[config.mk]
export PLATFORM = sky130hd
export DESIGN_NAME = vsq_ctrl
export DESIGN_NICKNAME = d
export VERILOG_FILES = /design/src/rtl/core/vsq_pkg.sv /design/src/rtl/core/vsq_ctrl.sv
export SDC_FILE = /design/constraint.sdc
export NUM_CORES = 1
export LEC_CHECK = 0
export BUFFER_PORTS_ARGS = -buffer_cell sky130_fd_sc_hd__buf_2
export CAP_MARGIN = 15
export CORE_AREA = 5 5 42 44
export DETAILED_ROUTE_END_ITERATION = 10
export DIE_AREA = 0 0 47 49
export PLACE_DENSITY = 0.72
export SLEW_MARGIN = 20
export SYNTH_ARGS = -nofsm -noshare
export SYNTH_HDL_FRONTEND = slang
export SYNTH_SLANG_ARGS = --single-unit
[constraint.sdc]
create_clock -name i_clk -period 1.2 [get_ports i_clk]
set_input_delay 0.06 -clock i_clk [delete_from_list [all_inputs] [get_ports i_clk]]
set_output_delay 0.06 -clock i_clk [all_outputs]
set_load 0.02 [all_outputs]
[src/rtl/core/vsq_pkg.sv]
// shared types and constants for the voxel surface query unit
// holds the controller state enum, the command and status structs and register codes
// no dependencies
package vsq_pkg;

    localparam int GRID_DIM_DEFAULT      = 32;
    localparam int MATERIAL_BITS_DEFAULT = 8;

    // configuration port
    localparam int CFG_IDX_W  = 3;
    localparam int CFG_DATA_W = 15;

    localparam logic [CFG_IDX_W-1:0] CFG_GRID_WIDTH  = 3'd0;
    localparam logic [CFG_IDX_W-1:0] CFG_GRID_HEIGHT = 3'd1;
    localparam logic [CFG_IDX_W-1:0] CFG_GRID_DEPTH  = 3'd2;
    localparam logic [CFG_IDX_W-1:0] CFG_ORIGIN_X    = 3'd3;
    localparam logic [CFG_IDX_W-1:0] CFG_ORIGIN_Y    = 3'd4;
    localparam logic [CFG_IDX_W-1:0] CFG_ORIGIN_Z    = 3'd5;

    // item modes
    localparam logic MODE_WRITE = 1'b0;
    localparam logic MODE_QUERY = 1'b1;

    // read sequence: center voxel, then the six neighbors
    typedef logic [2:0] t_step;
    localparam t_step STEP_CENTER  = 3'd0;
    localparam t_step STEP_X_MINUS = 3'd1;
    localparam t_step STEP_X_PLUS  = 3'd2;
    localparam t_step STEP_Y_MINUS = 3'd3;
    localparam t_step STEP_Y_PLUS  = 3'd4;
    localparam t_step STEP_Z_MINUS = 3'd5;
    localparam t_step STEP_Z_PLUS  = 3'd6;

    typedef enum logic [2:0] {
        ST_CLEAR,
        ST_IDLE,
        ST_START,
        ST_READ,
        ST_DRAIN,
        ST_FINISH
    } t_state;

    typedef struct packed {
        logic  load;
        logic  clr_en;
        logic  wr_en;
        logic  rd_en;
        t_step step;
        logic  out_load;
    } t_ctrl_cmd;

    typedef struct packed {
        logic clr_last;
        logic err;
        logic is_query;
        logic out_free;
    } t_ctrl_status;

endpackage

[src/rtl/core/vsq_ctrl.sv]
// sequencer for the voxel surface query unit
// drives the datapath by command struct, depends on vsq_pkg
module vsq_ctrl (
    input  logic                  i_clk,
    input  logic                  i_rst_n,
    input  logic                  i_valid,
    output logic                  o_ready,
    input  vsq_pkg::t_ctrl_status i_status,
    output vsq_pkg::t_ctrl_cmd    o_cmd
);
    import vsq_pkg::*;

    t_state r_state, n_state;
    t_step  r_step, n_step;

    always_ff @(posedge i_clk) begin
        if (!i_rst_n) begin
            r_state <= ST_CLEAR;
            r_step  <= STEP_CENTER;
        end else begin
            r_state <= n_state;
            r_step  <= n_step;
        end
    end

    always_comb begin
        n_state = r_state;
        n_step  = r_step;
        o_cmd   = '0;
        o_ready = 1'b0;
        unique case (r_state)
            ST_CLEAR: begin
                o_cmd.clr_en = 1'b1;
                if (i_status.clr_last) begin
                    n_state = ST_IDLE;
                end
            end
            ST_IDLE: begin
                o_ready = 1'b1;
                if (i_valid) begin
                    o_cmd.load = 1'b1;
                    n_state    = ST_START;
                end
            end
            ST_START: begin
                if (!i_status.err && i_status.is_query) begin
                    o_cmd.rd_en = 1'b1;
                    o_cmd.step  = STEP_CENTER;
                    n_step      = STEP_X_MINUS;
                    n_state     = ST_READ;
                end else begin
                    o_cmd.wr_en = !i_status.err;
                    n_state     = ST_FINISH;
                end
            end
            ST_READ: begin
                o_cmd.rd_en = 1'b1;
                o_cmd.step  = r_step;
                if (r_step == STEP_Z_PLUS) begin
                    n_state = ST_DRAIN;
                end else begin
                    n_step = r_step + 3'd1;
                end
            end
            ST_DRAIN: begin
                n_state = ST_FINISH;
            end
            ST_FINISH: begin
                if (i_status.out_free) begin
                    o_cmd.out_load = 1'b1;
                    n_state        = ST_IDLE;
                end
            end
            default: begin
                n_state = ST_CLEAR;
            end
        endcase
    end

`ifndef NO_ASSERTIONS
    a_load_only_when_free: assert property (@(posedge i_clk) disable iff (!i_rst_n)
        o_cmd.out_load |-> i_status.out_free)
        else $error("result loaded while output register still full");
    a_write_is_legal: assert property (@(posedge i_clk) disable iff (!i_rst_n)
        o_cmd.wr_en |-> (!i_status.is_query && !i_status.err))
        else $error("store written by a query or out of range item");
    a_accept_starts: assert property (@(posedge i_clk) disable iff (!i_rst_n)
        (i_valid && o_ready) |=> (r_state == ST_START))
        else $error("accepted item did not start");
`endif

endmodule

=== Yosys cells after proc, flatten, opt, wreduce, memory -nomap -nowiden ===
Cells that the tools add are included.

* Memories kept: 0
* Bits in latches: 0
* Flip-flop bits (word level): 6
* Memory bits (read-only): 0
* Memory bits (writable): 0
* Logic and storage cells: 40

* Add/subtract/negate cells: 1
* Shift-type cells: 0
* Reduce and logical (&&, ||, !) cells: 6
* Magnitude comparators: 0
* Divide/modulo/power cells: 0
* Bitwise logic cells: 0
* Multipliers: 0
* Eq/ne operators: 12
* Mux-type cells: 19

{| class="wikitable"
|+ Operators by type and width
! cell !! number
|-
| two-way mux 3 bit || 7
|-
| case mux 3 bit (6 select lines) || 1
|-
| != test 2 bit, second input constant || 6
|-
| equality test 3 bit, second input constant || 3
|-
| two-way mux 1 bit || 8
|-
| case mux 4 bit (2 select lines) || 1
|-
| equality test 3 x 2 -> 1 bit, second input constant || 2
|-
| case mux 3 bit (2 select lines) || 1
|-
| two-way mux 4 bit || 1
|-
| AND reduction 4 bit || 1
|-
| adder 3 x 1 -> 3 bit, second input constant || 1
|-
| equality test 3 x 1 -> 1 bit, second input constant || 1
|-
| zero test 3 bit || 1
|-
| AND reduction 3 bit || 1
|-
| nonzero test 2 bit || 1
|-
| logical AND 1 bit || 1
|-
| zero test 1 bit || 1
|}

=== Longest topological paths before layout ===
* Word-level depth: 4
* Mapped depth: 5
* Gate-level depth less buffers: 5

=== Worst setup path after synthesis ===
No wires, ideal clock.

* Kind: reg2out
* From: reg r_state[1]
* To: out o_cmd[5] (netlist name)
* Buffers on the path: 1
* Stages on the path, launching flop included: 4
* Arrival: 1292 ps
* Setup slack: -152 ps
* Data required time: 1140 ps
* Cells stage by stage: dfxtp_1 > buf_4 > or3b_4 > nor3_1

{| class="wikitable"
|+ RTL lines
! element !! line !! source
|-
| start: declaration || vsq_ctrl.sv:13 || <nowiki>t_state r_state, n_state;</nowiki>
|-
| start signal: assignment || vsq_ctrl.sv:21 || <nowiki>r_state <= n_state;</nowiki>
|-
| end: declaration || vsq_ctrl.sv:9 || <nowiki>output vsq_pkg::t_ctrl_cmd o_cmd</nowiki>
|}

==> metrics <==
outcome=finished with violations; failing checks=negative setup slack; crit path kind=register to output port; Max Slew Vio Count=0; Seq pwr share=37.1%; final core utilization=55.54%; CP top delay family=simple AND/OR/NAND/NOR gates; cell-internal power=412.7 uW; maximum number of pins on one net before global-route repair=10; Die W=47 um; Num Clock Sinks=6; Syn Std Cell Area=475.5 sq um; CTS buffer count=3; Syn Area/Cell=8.805 sq um; vias=about 480; drt first-iter violations=5; Remaining Overflow, GRT=0; Crit path required time=between 1 and 1.5 ns; Worst-Margin Slew=0.2703 ns; Final Wtd Congestion=0.7636; CP Buf/Inv Count=1; Synth top area share=approximately a quarter; Post-synth EDFFs=0; FILL cells=130; DRC violation count after routing=0; final worst slack=-0.1220 ns; slowest CP cell=or3b_4; ys async rst share=0%; CP Data Arrival Time=1.26 ns; final clock skew=0.0002287 ns; switching share of power=29.92%; Routed WL per cell=14.07 um; Initial DRT Pass Iterations=2; root buf cell=clkbuf_4; Setup-failing EPs final=9; NetSw=176.2 uW; RSZ-0062 raised after global routing=true; CTS Hold Bufs=0; ys flop type=dfxtp_1; die area=0.002303 sq mm; Placed Area=about 580 sq um; post-DP HPWL=819.4 um; antenna violations before repair=0; H-Tree Depth=1; crit path max fanout=5; PortBufs=15; IO Pins=16; CP endpoint kind=output port; Clock Latency Late Sink=roughly 0.24 ns; commonest non-fill, non-tap cell in the layout=buf_6; Clk pwr share=30.5%; Vias per Instance=5.074; Worst Setup Start Kind=register; max-cap violation count=0; final instance area=778.2 sq um; Final Hold Viols=0; overall power=588.9 uW; core area=0.001401 sq mm; vias in the first global route=about 470; sequential area share after synthesis=25.26%; hold crit path type=primary input to register; CP cell instances=or3b_4 -> nor3_4 -> buf_6; fmax=0.7565 GHz; Synth area leader=dfxtp_1; # diodes=0; period utilisation layout=110.2%; Pwr Density=756.7 mW/mm^2; CTS tree=done; first-pass GRT wire length=1987 um; min Tclk post-route=1.322 ns; clock slew at reported path FFs=0.04 ns; Global Route Usage Sum=11.57%; synthesis-stage register bit count=6; footprint of the multi-input gates=397.9 sq um; initial core utilization=33.93%; Comb power frac=32.4%; share of layout cells above drive strength 1=between 60% and 70%; clk buf depth=2; VDD IR max=0.0005149 V; max incr delay on CP=0.40 ns; synthesized instance count=54; total wire length=approximately 1300 um; post-synth cell types=32; Area growth, synth to finish=63.68%; Max transition margin=81.95%; LEAKAGE=0.0003285 uW; YS warnings=0; ANT nets after route=0; die height=49 um; post-synth net total=63; Reg area=128.9 sq um; Area contributors post-synth=dfxtp_1 25%, ha_1 5.3%, and2_2 4.7%; commonest non-fill, non-tap cells in the layout=9 x buf_6, 8 x buf_2, 7 x buf_4; Final nets=89; row count=14
-- logic make-up after synthesis --
family,share of synthesized area [%]
simple gates,35.00
buf+inv,9.473
fa+ha+maj,5.262
flops,25.26
compound gates,25.00
-- sequential cells by signal, indices dropped and copies added (netlist names) --
| register | cells |
|---|---|
| r_step | 3 |
| r_state | 3 |
-- power by group through the flow --
stage	Combinational (uW)	Clock, uW	Sequential [uW]
after floorplan	102	0	219
after global placement	140	0	221
after detailed placement	141	0	221
after CTS	165	188	216
after global routing	205	202	219
final	191	180	218
-- worst reg2reg max path, delay by kind of cell (launching register included) --
family | cells | cell delay [ns]
flip-flops | 1 | 0.36
AND/OR/NAND/NOR | 1 | 0.40
buffers and inverters | 1 | 0.17
AO/OA/AOI/OAI | 2 | 0.24
-- what timing repair did --
action	in CTS	in global routing
pin swaps	0	1
endpoints found under the setup margin	8	14
gates resized for setup	23	14
setup buffers	4	1
-- metrics by stage --
step | cells | hold WS [ns] | setup TNS, ns | setup WS [ns]
4_1_cts | 93 | 0.07254 | -0.4815 | -0.1115
3_3_place_gp | 86 | 0.3332 | 0 | 0.0009289
3_5_place_dp | 86 | 0.3318 | -0.02242 | -0.02242
5_1_grt | 94 | 0.07839 | -1.128 | -0.1784
2_1_floorplan | 54 | 0.1710 | -0.007470 | -0.007470
6_report | 94 | 0.07741 | -0.6923 | -0.1220
-- Yosys cell counts (all sizes together), types with 2 or more instances --
| cell type | count |
|---|---|
| nor3 | 4 |
| o31a | 2 |
| nand2 | 3 |
| and2b | 2 |
| and2 | 3 |
| a21oi | 3 |
| nand2b | 3 |
| a311oi | 2 |
| buf | 3 |
| nor2 | 2 |
| o2bb2ai | 2 |
| inv | 4 |
| ha | 2 |
| dfxtp | 6 |
-- worst paths after layout --
| check | start | end | slack (ns) | cells after the start |
|---|---|---|---|---|
| worst max register to register | r_state[1] | r_step[1] | -0.09 | 4 |
| worst min-delay path | i_rst_n | r_state[2] | 0.08 | 2 |
| worst min register to register | r_step[1] | r_step[1] | 0.52 | 2 |
| worst max-delay path | r_state[1] | o_cmd[5] | -0.12 | 3 |
-- layer usage --
| metal | GRT usage, % | wire length [um] | share of wire (%) |
|---|---|---|---|
| met4 | 4.147 | 11 | 0.83 |
| met2 | 18.33 | 730 | 55 |
| met1 | 15.01 | 542 | 41 |
| met3 | 2.214 | 39 | 2.9 |
| met5 | 0 | 0 | 0 |
-- final cells by class --
type	count	area share (%)
clock buffers	3	2.894
inverters	4	1.929
multi-input cells	41	51.13
flip-flops and latches	6	16.56
well taps	16	2.572
repair buffers	24	24.92
Power figures use the tool's default switching activity.
